## src/rtl/assert_macros.svh

```systemverilog
// Assertion macros for the RTL
`ifndef ASSERT_MACROS_SVH
`define ASSERT_MACROS_SVH

// Checked only while out of reset
`define ASSERT_CLK(lbl, prop, msg) \
    lbl: assert property (@(posedge i_clk) disable iff (!i_rst_n) prop) else $error(msg);

// Checked at every edge, reset included
`define ASSERT_ALWAYS(lbl, prop, msg) \
    lbl: assert property (@(posedge i_clk) prop) else $error(msg);

`endif

```

## src/rtl/ilir_pkg.sv

```systemverilog
// Package: types and constants of the indexed list
package ilir_pkg;

    localparam int CAPACITY_DEF   = 16;
    localparam int DATA_WIDTH_DEF = 32;

    localparam int KIND_W = 2;
    localparam int POS_W  = 5;
    localparam int WORD_W = 32;
    localparam int STAT_W = 2;
    localparam int LEN_W  = 5;

    typedef enum logic [KIND_W-1:0] {
        KIND_INSERT = 2'd0,
        KIND_REMOVE = 2'd1,
        KIND_READ   = 2'd2
    } t_kind;

    typedef enum logic [STAT_W-1:0] {
        ST_OK    = 2'd0,
        ST_RANGE = 2'd1,
        ST_FULL  = 2'd2
    } t_status;

    // Broadcast to every cell in the cycle of a transfer
    typedef struct packed {
        logic ins;
        logic rem;
    } t_cell_ctl;

endpackage

```

## src/rtl/ilir_cell.sv

```systemverilog
// One list entry: holds, takes its left or right neighbour, or loads the new word
module ilir_cell import ilir_pkg::*; #(
    parameter int DATA_WIDTH = DATA_WIDTH_DEF,
    parameter int CW         = POS_W,
    parameter int IDX        = 0
) (
    input  logic                  i_clk,
    input  t_cell_ctl             i_ctl,
    input  logic [CW-1:0]         i_pos,
    input  logic [DATA_WIDTH-1:0] i_val,
    input  logic [DATA_WIDTH-1:0] i_left,
    input  logic [DATA_WIDTH-1:0] i_right,
    output logic [DATA_WIDTH-1:0] o_data,
    output logic [DATA_WIDTH-1:0] o_tap
);

    localparam logic [CW-1:0] MY_IDX = CW'(IDX);

    logic [DATA_WIDTH-1:0] r_data;
    logic [DATA_WIDTH-1:0] n_data;
    logic                  w_hit;

    assign w_hit = (i_pos == MY_IDX);

    always_comb begin
        n_data = r_data;
        if (i_ctl.ins) begin
            if (MY_IDX > i_pos) begin
                n_data = i_left;
            end else if (w_hit) begin
                n_data = i_val;
            end
        end else if (i_ctl.rem) begin
            if (MY_IDX >= i_pos) begin
                n_data = i_right;
            end
        end
    end

    always_ff @(posedge i_clk) begin
        r_data <= n_data;
    end

    assign o_data = r_data;
    assign o_tap  = w_hit ? r_data : '0;

endmodule

```

## src/rtl/ilir_ctrl.sv

```systemverilog
// Control: entry count, range checks, result register
`include "assert_macros.svh"

module ilir_ctrl import ilir_pkg::*; #(
    parameter int CAPACITY   = CAPACITY_DEF,
    parameter int DATA_WIDTH = DATA_WIDTH_DEF,
    parameter int CW         = POS_W
) (
    input  logic                  i_clk,
    input  logic                  i_rst_n,
    input  logic                  i_start,
    input  logic [KIND_W-1:0]     i_kind,
    input  logic [POS_W-1:0]      i_position,
    input  logic [DATA_WIDTH-1:0] i_rd_word,
    output t_cell_ctl             o_ctl,
    output logic [CW-1:0]         o_pos,
    output logic                  o_valid,
    output logic [WORD_W-1:0]     o_word_out,
    output logic [STAT_W-1:0]     o_status,
    output logic [LEN_W-1:0]      o_length
);

    localparam int FW = $clog2(CAPACITY + 1);
    localparam logic [CW-1:0] CAP_C = CW'(CAPACITY);

    logic [FW-1:0]     r_fill,   n_fill;
    logic              r_valid;
    logic [WORD_W-1:0] r_word,   n_word;
    t_status           r_status, n_status;
    logic [LEN_W-1:0]  r_len;
    logic [CW-1:0]     w_pos;
    logic [CW-1:0]     w_fill;
    logic [WORD_W-1:0] w_rd32;

    assign w_pos  = CW'(i_position);
    assign w_fill = CW'(r_fill);

    generate
        if (DATA_WIDTH >= WORD_W) begin : g_trunc
            assign w_rd32 = i_rd_word[WORD_W-1:0];
        end else begin : g_ext
            assign w_rd32 = {{(WORD_W-DATA_WIDTH){1'b0}}, i_rd_word};
        end
    endgenerate

    always_comb begin
        o_ctl    = '0;
        n_fill   = r_fill;
        n_word   = '0;
        n_status = ST_OK;
        if (i_start) begin
            unique case (t_kind'(i_kind))
                KIND_INSERT: begin
                    if (w_pos > w_fill) begin
                        n_status = ST_RANGE;
                    end else if (w_fill == CAP_C) begin
                        n_status = ST_FULL;
                    end else begin
                        o_ctl.ins = 1'b1;
                        n_fill    = r_fill + 1'b1;
                    end
                end
                KIND_REMOVE: begin
                    if (w_pos >= w_fill) begin
                        n_status = ST_RANGE;
                    end else begin
                        o_ctl.rem = 1'b1;
                        n_word    = w_rd32;
                        n_fill    = r_fill - 1'b1;
                    end
                end
                KIND_READ: begin
                    if (w_pos >= w_fill) begin
                        n_status = ST_RANGE;
                    end else begin
                        n_word = w_rd32;
                    end
                end
                default: begin
                    n_status = ST_RANGE;
                end
            endcase
        end
    end

    always_ff @(posedge i_clk) begin
        if (!i_rst_n) begin
            r_fill  <= '0;
            r_valid <= 1'b0;
        end else begin
            r_fill  <= n_fill;
            r_valid <= i_start;
        end
        r_word   <= n_word;
        r_status <= n_status;
        r_len    <= LEN_W'(n_fill);
    end

    assign o_pos      = w_pos;
    assign o_valid    = r_valid;
    assign o_word_out = r_word;
    assign o_status   = r_status;
    assign o_length   = r_len;

    `ASSERT_CLK(a_fill_cap, (w_fill <= CAP_C), "entry count above capacity")
    `ASSERT_CLK(a_one_result, i_start |=> r_valid, "transfer gave no result")
    `ASSERT_CLK(a_fill_hold, !i_start |=> $stable(r_fill), "count moved without a transfer")
    `ASSERT_CLK(a_full_len, r_valid && r_status == ST_FULL |-> w_fill == CAP_C, "bad full status")

endmodule

```

## src/rtl/indexed_list_insert_remove_top.sv

```systemverilog
// Top level: indexed word list built as a row of shifting cells
//
// One operation (insert, remove or read at an index) is taken per clock:
// start is sampled at each edge and busy stays low, so an item may follow
// in the very next cycle. Its result appears on the o_ ports in the cycle
// after the transfer, marked by o_valid for exactly one cycle; the receiver
// cannot stall and must take it then. This follows from every cell at or
// past the index loading a neighbour's word or the new word in the same clock, and the read
// word being picked from all cells through one OR tree. Entry contents are
// not cleared at reset; only the count and o_valid are, so the list is usable at once.
module indexed_list_insert_remove_top import ilir_pkg::*; #(
    parameter int CAPACITY   = CAPACITY_DEF,
    parameter int DATA_WIDTH = DATA_WIDTH_DEF
) (
    input  logic              i_clk,
    input  logic              i_rst_n,
    input  logic              start,
    output logic              busy,
    input  logic [KIND_W-1:0] i_kind,
    input  logic [POS_W-1:0]  i_position,
    input  logic [WORD_W-1:0] i_value,
    output logic              o_valid,
    output logic [WORD_W-1:0] o_word_out,
    output logic [STAT_W-1:0] o_status,
    output logic [LEN_W-1:0]  o_length
);

    localparam int FW = $clog2(CAPACITY + 1);
    localparam int CW = (FW > POS_W) ? FW : POS_W;

    t_cell_ctl             w_ctl;
    logic [CW-1:0]         w_pos;
    logic [DATA_WIDTH-1:0] w_val;
    logic [DATA_WIDTH-1:0] w_rd;
    logic [DATA_WIDTH-1:0] w_data [CAPACITY];
    logic [DATA_WIDTH-1:0] w_tap  [CAPACITY];
    logic                  w_start;

    // no wait states: every cycle can take a transfer
    assign busy    = 1'b0;
    assign w_start = start & ~busy;

    generate
        if (DATA_WIDTH <= WORD_W) begin : g_val_trunc
            assign w_val = i_value[DATA_WIDTH-1:0];
        end else begin : g_val_ext
            assign w_val = {{(DATA_WIDTH-WORD_W){1'b0}}, i_value};
        end
    endgenerate

    generate
        for (genvar g = 0; g < CAPACITY; g++) begin : g_cell
            logic [DATA_WIDTH-1:0] w_left;
            logic [DATA_WIDTH-1:0] w_right;
            // ends of the row: first cell never takes from the left,
            // last cell holds on removal
            if (g == 0) begin : g_first
                assign w_left = w_val;
            end else begin : g_mid_l
                assign w_left = w_data[g-1];
            end
            if (g == CAPACITY - 1) begin : g_last
                assign w_right = w_data[g];
            end else begin : g_mid_r
                assign w_right = w_data[g+1];
            end
            ilir_cell #(
                .DATA_WIDTH (DATA_WIDTH),
                .CW         (CW),
                .IDX        (g)
            ) u_cell (
                .i_clk   (i_clk),
                .i_ctl   (w_ctl),
                .i_pos   (w_pos),
                .i_val   (w_val),
                .i_left  (w_left),
                .i_right (w_right),
                .o_data  (w_data[g]),
                .o_tap   (w_tap[g])
            );
        end
    endgenerate

    // only the addressed cell drives its tap
    always_comb begin
        w_rd = '0;
        for (int k = 0; k < CAPACITY; k++) begin
            w_rd = w_rd | w_tap[k];
        end
    end

    ilir_ctrl #(
        .CAPACITY   (CAPACITY),
        .DATA_WIDTH (DATA_WIDTH),
        .CW         (CW)
    ) u_ctrl (
        .i_clk      (i_clk),
        .i_rst_n    (i_rst_n),
        .i_start    (w_start),
        .i_kind     (i_kind),
        .i_position (i_position),
        .i_rd_word  (w_rd),
        .o_ctl      (w_ctl),
        .o_pos      (w_pos),
        .o_valid    (o_valid),
        .o_word_out (o_word_out),
        .o_status   (o_status),
        .o_length   (o_length)
    );

endmodule

```

## config.mk

```make
export PLATFORM = sky130hd
export DESIGN_NAME = indexed_list_insert_remove_top
export DESIGN_NICKNAME = d
export VERILOG_FILES = /design/src/rtl/ilir_pkg.sv /design/src/rtl/ilir_cell.sv /design/src/rtl/ilir_ctrl.sv /design/src/rtl/indexed_list_insert_remove_top.sv
export VERILOG_INCLUDE_DIRS = /design/src /design/src/rtl
export SDC_FILE = /design/constraint.sdc
export NUM_CORES = 1
export LEC_CHECK = 0
export ABC_AREA = 1
export BUFFER_PORTS_ARGS = -buffer_cell sky130_fd_sc_hd__buf_4
export CORE_MARGIN = 2
export CORE_UTILIZATION = 35
export DETAILED_ROUTE_END_ITERATION = 10
export PLACE_DENSITY = 0.53
export SETUP_SLACK_MARGIN = 0.5
export SYNTH_ARGS = -nofsm -noshare
export SYNTH_HDL_FRONTEND = slang
export SYNTH_HIERARCHICAL = 1
export SYNTH_SLANG_ARGS = --single-unit
export TNS_END_PERCENT = 30
```

## constraint.sdc

```tcl
create_clock -name i_clk -period 9.22 [get_ports i_clk]
set_input_delay 1.844 -clock i_clk [delete_from_list [all_inputs] [get_ports i_clk]]
set_output_delay 1.844 -clock i_clk [all_outputs]
set_load 0.01 [all_outputs]
```

==> implementation parameters, run 1 <==
Parameter                              Value

STA
  Total negative slack for setup checks ... 0 ps
  Relative slew margins ... 0.171
  Post-route clock skew ... 28.4 ps
  Min cycle time layout ... 5110 ps
  Achievable clock frequency ... roughly 0.20 GHz
  Least-Margin Pin Slew ... between 1000 and 1500 ps
  Final setup fails ... 0
  Unrepaired setup endpoints after global routing ... no
  Hold violation total from the final report ... 0
  Final slew viol count ... 0
  Fin crit share ... 0.554

Detailed routing
  Met2 Wirelength ... around 56000 µm
  Detailed-route via count ... approximately 35000
  Wire length on met1 ... 62100 µm
  Remaining DRCs ... 0
  Sum of routed wire length over all layers ... 127000 µm
  Post-DR vias/cell ... 4.59
  Drt first-iter violations ... 3534
  First-pass DRT Iterations ... 5
  Number of nets still failing antenna checks after routing ... 0
  Mean routed wirelength per cell ... around 17 µm
  Highest layer used for signal routing ... met4
  DR WL met3 ... 7750 µm

Floorplan
  Total die area ... 118000 µm²
  Number of standard-cell rows in the floorplan ... 124
  Core Region ... 114000 µm²
  Count of boundary I/O pins ... 83
  Die width ... 343 µm
  Initial standard-cell utilization of the core ... 0.353
  Die extent in y ... 343 µm

Place
  Count of port buffers added during placement ... 81
  Placed instance count ... 7504
  Post-DP HPWL ... 85900 µm
  Final estimated routing congestion in global placement ... 0.825

Logic synthesis
  Simple-gate share of the synthesized area ... 0.383
  EDFF count, synth ... 512
  Post-synthesis sequential area ratio ... 0.404
  Synth async-reset ratio ... 0
  Post-synthesis instance total ... 6173
  Compound-Gate Fraction of Synth Area ... 0.0121
  Fraction of synthesized cell area in xor and xnor cells ... 0.000869
  Ys flop type ... sky130_fd_sc_hd__edfxtp_1
  Main combinational cell family by area after synthesis ... simple AND/OR/NAND/NOR gates
  Yosys warning total ... 6
  Mux contribution to synthesized area ... 0
  Number of distinct library cells after synthesis ... 41
  Post-synthesis instance area ... just over 40000 µm²
  Number of nets in the synthesized netlist ... slightly above 6000
  Synth Register Bits ... 557
  Synthesized area per cell ... about 6.5 µm²
  Fraction of the mapped netlist area in adder cells ... 0.00310

Final layout
  Fraction of final layout cells sized beyond drive strength 1 ... 0.0674
  Commonest cells after routing, fill and taps aside ... sky130_fd_sc_hd__inv_1, sky130_fd_sc_hd__nand2_1, sky130_fd_sc_hd__nand3_1
  Diodes inserted ... 0
  Final core occ ... 0.384
  Leading cell type in the layout, fill and taps excluded ... sky130_fd_sc_hd__inv_1
  Final net count ... 6120
  Growth of design area from synthesis to finish ... 8.95%
  Post-layout instance count excluding filler cells ... around 7600

Global route
  Maximum number of pins on one net before global-route repair ... between 100 and 150
  Antenna violations before repair ... 2
  GRT Util Overall ... 0.213
  First-pass GRT wire length ... between 150000 and 200000 µm
  Vias in the first global route ... between 30000 and 40000
  Global-route congestion overflow total ... 0

Worst setup path
  Worst setup startpoint ... i_position[4]
  Startpoint-to-endpoint class of the critical path ... input pin to flop
  Arrival @ worst endpoint ... 5480 ps
  CP Capture Type ... flop
  Worst path required time ... 9590 ps
  Worst-path fanout max ... 109
  Category of the worst setup path launch point ... input pin
  Start of the worst register-to-register path ... u_ctrl/r_fill[2]$_SDFF_PN0_

Clocking
  Number of resized instances in the post-cts repair step ... 0
  Clock root cell ... sky130_fd_sc_hd__clkbuf_16
  Buffers inserted during post-CTS setup optimization ... 0
  Worst-skew pair later-pin latency ... 640 ps
  H-tree depth ... 3
  Number of buffers on the longest clock path ... 3
  Cts bufs inserted ... 74
  Number of buffers inserted for hold repair after clock tree synthesis ... 0
  TritonCTS clock tree ... done
  CTS sink count ... 557
  Clock slew at the register clock pins of the worst setup and hold paths ... 50 ps

Pwr
  Total power divided by cell area ... roughly 150 nW/µm²
  Leakage power of the design ... 24.4 nW
  Max rail drop VDD ... 0.000110 V
  Final Power ... 6.45 mW

Status
  Outcome ... finished clean

Hold path
  Hold WC Path Type ... flop to flop
  Hold Crit Start ... u_ctrl/r_fill[1]$_SDFF_PN0_

Run
  Max-cap violation count ... 0
[layer usage]
layer / up-vias / GRT usage
met4: 0 / 0.0411
met1: 15746 / 0.314
li1: 18236 / -
met2: 999 / 0.337
met3: 107 / 0.0252
met5: - / 0
[worst paths after layout]
kind	endpoint	slack [ps]	cells after the start
max	g_cell[10].u_cell/o_data[20]$_DFFE_PP_	4110	13
min	u_ctrl/o_length[1]$_DFF_P_	530	2
max reg2reg	g_cell[10].u_cell/o_data[20]$_DFFE_PP_	5160	12
min reg2reg	u_ctrl/o_length[1]$_DFF_P_	530	2
[state kept, by name, indices dropped and copies added (netlist names)]
signal and flops:
u_ctrl/o_word_out 32, u_ctrl/o_valid 1, u_ctrl/o_length 5, u_ctrl/o_status 2, g_cell.u_cell/o_data 512, u_ctrl/r_fill 5
[worst max-delay path, stage by stage]
cell,delay [ps]
sky130_fd_sc_hd__buf_4,420
sky130_fd_sc_hd__ha_1,340
sky130_fd_sc_hd__nand2_2,110
sky130_fd_sc_hd__inv_2,50
sky130_fd_sc_hd__nand2_1,100
sky130_fd_sc_hd__nand3_4,130
sky130_fd_sc_hd__nand2_4,130
sky130_fd_sc_hd__nand3_1,180
sky130_fd_sc_hd__inv_8,560
sky130_fd_sc_hd__buf_4,570
sky130_fd_sc_hd__inv_1,590
sky130_fd_sc_hd__nand2_1,210
sky130_fd_sc_hd__nand2_1,70
[logic make-up after synthesis]
logic type,Yosys count
compound gates,88
xor+xnor,4
fa+ha+maj,10
buf+inv,1950
flops,557
other cells,1
simple gates,3563
[cells in the mapped netlist (2+ instances only)]
cell / n / area, µm²
sky130_fd_sc_hd__nor3_1: 2 / 10.0
sky130_fd_sc_hd__clkbuf_1: 58 / 218
sky130_fd_sc_hd__nand3_1: 907 / 4540
sky130_fd_sc_hd__inv_1: 1615 / 6060
sky130_fd_sc_hd__buf_2: 159 / 796
sky130_fd_sc_hd__o21a_1: 2 / 15.0
sky130_fd_sc_hd__inv_2: 15 / 56.3
sky130_fd_sc_hd__ha_1: 10 / 125
sky130_fd_sc_hd__a21oi_2: 2 / 17.5
sky130_fd_sc_hd__dfxtp_1: 45 / 901
sky130_fd_sc_hd__o211a_1: 3 / 30.0
sky130_fd_sc_hd__o21ai_0: 52 / 260
sky130_fd_sc_hd__o21ai_1: 14 / 70.1
sky130_fd_sc_hd__nand4_1: 103 / 644
sky130_fd_sc_hd__edfxtp_1: 512 / 15400
sky130_fd_sc_hd__nor2_4: 20 / 225
sky130_fd_sc_hd__nor2_2: 68 / 425
sky130_fd_sc_hd__buf_4: 36 / 270
sky130_fd_sc_hd__xor2_1: 3 / 26.3
sky130_fd_sc_hd__a21oi_1: 10 / 50.1
sky130_fd_sc_hd__nand2_1: 1586 / 5950
sky130_fd_sc_hd__nand3_4: 6 / 105
sky130_fd_sc_hd__nor2_1: 826 / 3100
sky130_fd_sc_hd__buf_1: 24 / 90.1
sky130_fd_sc_hd__nand2_4: 6 / 67.6
sky130_fd_sc_hd__buf_6: 41 / 462
sky130_fd_sc_hd__nand3_2: 18 / 180
sky130_fd_sc_hd__nand2_2: 17 / 106
[through the flow]
stage	instance area, µm²	setup WS, ps	hold slack [ps]
2_1_floorplan	40300	3930	494
3_3_place_gp	41600	3590	525
3_5_place_dp	41600	3500	525
4_1_cts	43900	4170	533
5_1_grt	43900	3850	568
6_report	43900	4110	535
[final cells by class]
type	count	area [µm²]
clock buffer	106	2160
clock inverter	29	211
fill	12210	70400
inverter	1631	6130
multi-input combinational	3666	16200
sequential	557	16300
tap	1512	1890
timing repair buffer	138	1050
[power by group]
part / switching, mW / leakage [nW] / internal, mW
clock network: 1.17 / 1.16 / 1.71
logic: 0.542 / 18.2 / 0.201
registers: 0.0297 / 4.98 / 2.80
total: 1.74 / 24.4 / 4.71
Power figures use the tool's default switching activity.
==> run 2: changes to the inputs <==
==> constraint.sdc (replaced) <==
create_clock -name i_clk -period 4.7 [get_ports i_clk]
set_input_delay 0.94 -clock i_clk [delete_from_list [all_inputs] [get_ports i_clk]]
set_output_delay 0.94 -clock i_clk [all_outputs]
set_load 0.01 [all_outputs]
==> implementation parameters, run 2 (synthesis gave the netlist of run 1 again) <==
Parameter                              Value

Status
  Outcome ... finished clean

Detailed routing
  Sum of routed wire length over all layers ... 128000 µm
  Detailed-route via count ... 35358
  First-pass DRT Iterations ... 6
  Mean routed wirelength per cell ... between 15 and 20 µm
  Remaining DRCs ... 0
  Drt first-iter violations ... 3404
  Post-DR vias/cell ... 4.60
  Number of nets still failing antenna checks after routing ... 0

Worst setup path
  FF-to-FF path depth ... 12
  Cells along the critical path ... buf_4 > ha_1 > nand2_2 > inv_2 > nand2_1 > nand3_4 > nand2_4 > nand3_1 > inv_8 > buf_12 > inv_1 > nand2_1 > nand2_1
  Worst-path fanout max ... 36
  Start of the worst register-to-register path ... u_ctrl/r_fill[2]$_SDFF_PN0_
  Top Family by Delay on Critical Path ... buffers and inverters
  Worst path required time ... between 5000 and 6000 ps
  Biggest cell delay along the critical path ... 440 ps
  Critical-path top delay cell ... sky130_fd_sc_hd__inv_1
  RR Endpoint ... g_cell[3].u_cell/o_data[9]$_DFFE_PP_
  Startpoint-to-endpoint class of the critical path ... input pin to flop
  CP Capture Type ... flop
  Arrival @ worst endpoint ... 3680 ps
  Reg-to-reg setup timing slack ... 1490 ps
  Critical Path Most Common Cell ... sky130_fd_sc_hd__nand2_1
  Category of the worst setup path launch point ... input pin
  Number of buffer and inverter instances along the worst setup path ... 5

Floorplan
  Core Region ... approximately 110000 µm²
  Die extent in y ... 343 µm
  Total die area ... 118000 µm²
  Count of boundary I/O pins ... slightly above 80
  Initial standard-cell utilization of the core ... 0.353
  Number of standard-cell rows in the floorplan ... 124
  Die width ... 343 µm

Clocking
  Clock root cell ... sky130_fd_sc_hd__clkbuf_16
  CTS sink count ... 557
  H-tree depth ... 3
  Buffers inserted during post-CTS setup optimization ... 0
  Number of resized instances in the post-cts repair step ... 0
  TritonCTS clock tree ... done
  Worst-skew pair later-pin latency ... 640 ps
  Number of buffers on the longest clock path ... 3
  Cts bufs inserted ... 73
  Clock slew at the register clock pins of the worst setup and hold paths ... 50 ps
  Number of buffers inserted for hold repair after clock tree synthesis ... 0

STA
  Final setup fails ... 0
  Post-route clock skew ... 28.2 ps
  Achievable clock frequency ... 0.302 GHz
  Total negative slack for setup checks ... 0 ps
  Least-Margin Pin Slew ... between 1000 and 1500 ps
  Hold violation total from the final report ... 0
  Min cycle time layout ... 3320 ps
  Fin crit share ... 0.705
  Final slew viol count ... 0
  Unrepaired setup endpoints after global routing ... no
  Relative slew margins ... 0.233

Global route
  Vias in the first global route ... 33819
  Maximum number of pins on one net before global-route repair ... 98
  Antenna violations before repair ... 2
  GRT Util Overall ... 0.214
  First-pass GRT wire length ... 201000 µm
  Global-route congestion overflow total ... 0

Pwr
  Cell Int Power ... 9.67 mW
  Total power divided by cell area ... 294 nW/µm²
  Net switching share of the total power ... 0.264
  Sequential share of power ... 0.422
  Switching component of the power ... 3.46 mW
  Max rail drop VDD ... 0.000224 V
  Leakage power of the design ... 24.7 nW
  Part of the total power dissipated in combinational logic ... 0.113
  Clock group share of total power ... 0.464

Final layout
  Final net count ... 6167
  Max reg flops ... 512
  Fraction of final layout cells sized beyond drive strength 1 ... 0.0756
  Commonest cells after routing, fill and taps aside ... sky130_fd_sc_hd__inv_1, sky130_fd_sc_hd__nand2_1, sky130_fd_sc_hd__nand3_1
  Growth of design area from synthesis to finish ... 10.6%
  Count of fill cells added during filler insertion ... 12068
  Leading cell type in the layout, fill and taps excluded ... sky130_fd_sc_hd__inv_1
  Final core occ ... 0.390

Hold path
  Hold WC Path Type ... input pin to flop
  Terminating pin of the worst hold path ... u_ctrl/o_valid$_SDFF_PN0_
  Hold Crit Start ... i_rst_n
  Cells on Worst Hold Path ... 3

Place
  Count of port buffers added during placement ... 81
  Post-DP HPWL ... 89400 µm
  Final estimated routing congestion in global placement ... 0.817

Run
  Max-cap violation count ... 0
run 2: worst max path at each step:
stage	from	endpoint	slack, ps	depth (start not counted)
4_1_cts	i_position[4]	g_cell[3].u_cell/o_data[9]$_DFFE_PP_	1410	13
3_5_place_dp	i_position[4]	g_cell[3].u_cell/o_data[6]$_DFFE_PP_	730	13
5_1_grt	i_position[4]	g_cell[4].u_cell/o_data[19]$_DFFE_PP_	1130	13
2_1_floorplan	i_position[4]	g_cell[6].u_cell/o_data[0]$_DFFE_PP_	400	11
3_3_place_gp	i_position[4]	g_cell[4].u_cell/o_data[13]$_DFFE_PP_	790	13
6_report	i_position[4]	g_cell[3].u_cell/o_data[9]$_DFFE_PP_	1380	13
run 2: power by group through the flow:
stage | combinational [mW] | clock [mW] | sequential (mW)
global route | 1.66 | 6.41 | 5.55
global placement | 1.46 | 0 | 5.65
CTS | 1.48 | 6.25 | 5.55
finish | 1.49 | 6.10 | 5.55
detailed placement | 1.48 | 0 | 5.65
floorplan | 0.996 | 0 | 5.64
run 2: final cells by class:
class                      count  area [µm²]  area share
timing repair buffer         186        1550      0.0347
clock inverter                37         509      0.0114
antenna                        1        2.50   0.0000561
sequential                   557       16300       0.365
inverter                    1631        6130       0.137
clock buffer                  98        2050      0.0459
multi-input combinational   3666       16200       0.363
tap                         1512        1890      0.0424
run 2: tightest hold or removal path, cell delays in order:
cell	delay (ps)
sky130_fd_sc_hd__buf_4	100
sky130_fd_sc_hd__nand2_1	50
sky130_fd_sc_hd__inv_1	40
run 2: per-layer routing:
metal  wire [µm]  part of all wire  vias up  global-route usage
met4        2250             0.018        2              0.0506
met1       62500              0.49    15786               0.313
li1            -                 -    18326                   -
met2       55300              0.43     1094               0.337
met3        7670             0.060      150              0.0243
met5          11          0.000086        -                   0
run 2: per-stage QoR:
| stage | power (mW) | hold WS, ps | worst slack, ps | instance area [µm²] | std cells |
|---|---|---|---|---|---|
| after global routing | 13.6 | 520 | 1130 | 44600 | 7687 |
| after floorplan | 6.63 | 494 | 397 | 40300 | 6173 |
| after global placement | 7.11 | 523 | 788 | 42000 | 7552 |
| after CTS | 13.3 | 482 | 1410 | 44600 | 7687 |
| after detailed placement | 7.13 | 540 | 734 | 42000 | 7552 |
| final | 13.1 | 525 | 1380 | 44600 | 7688 |
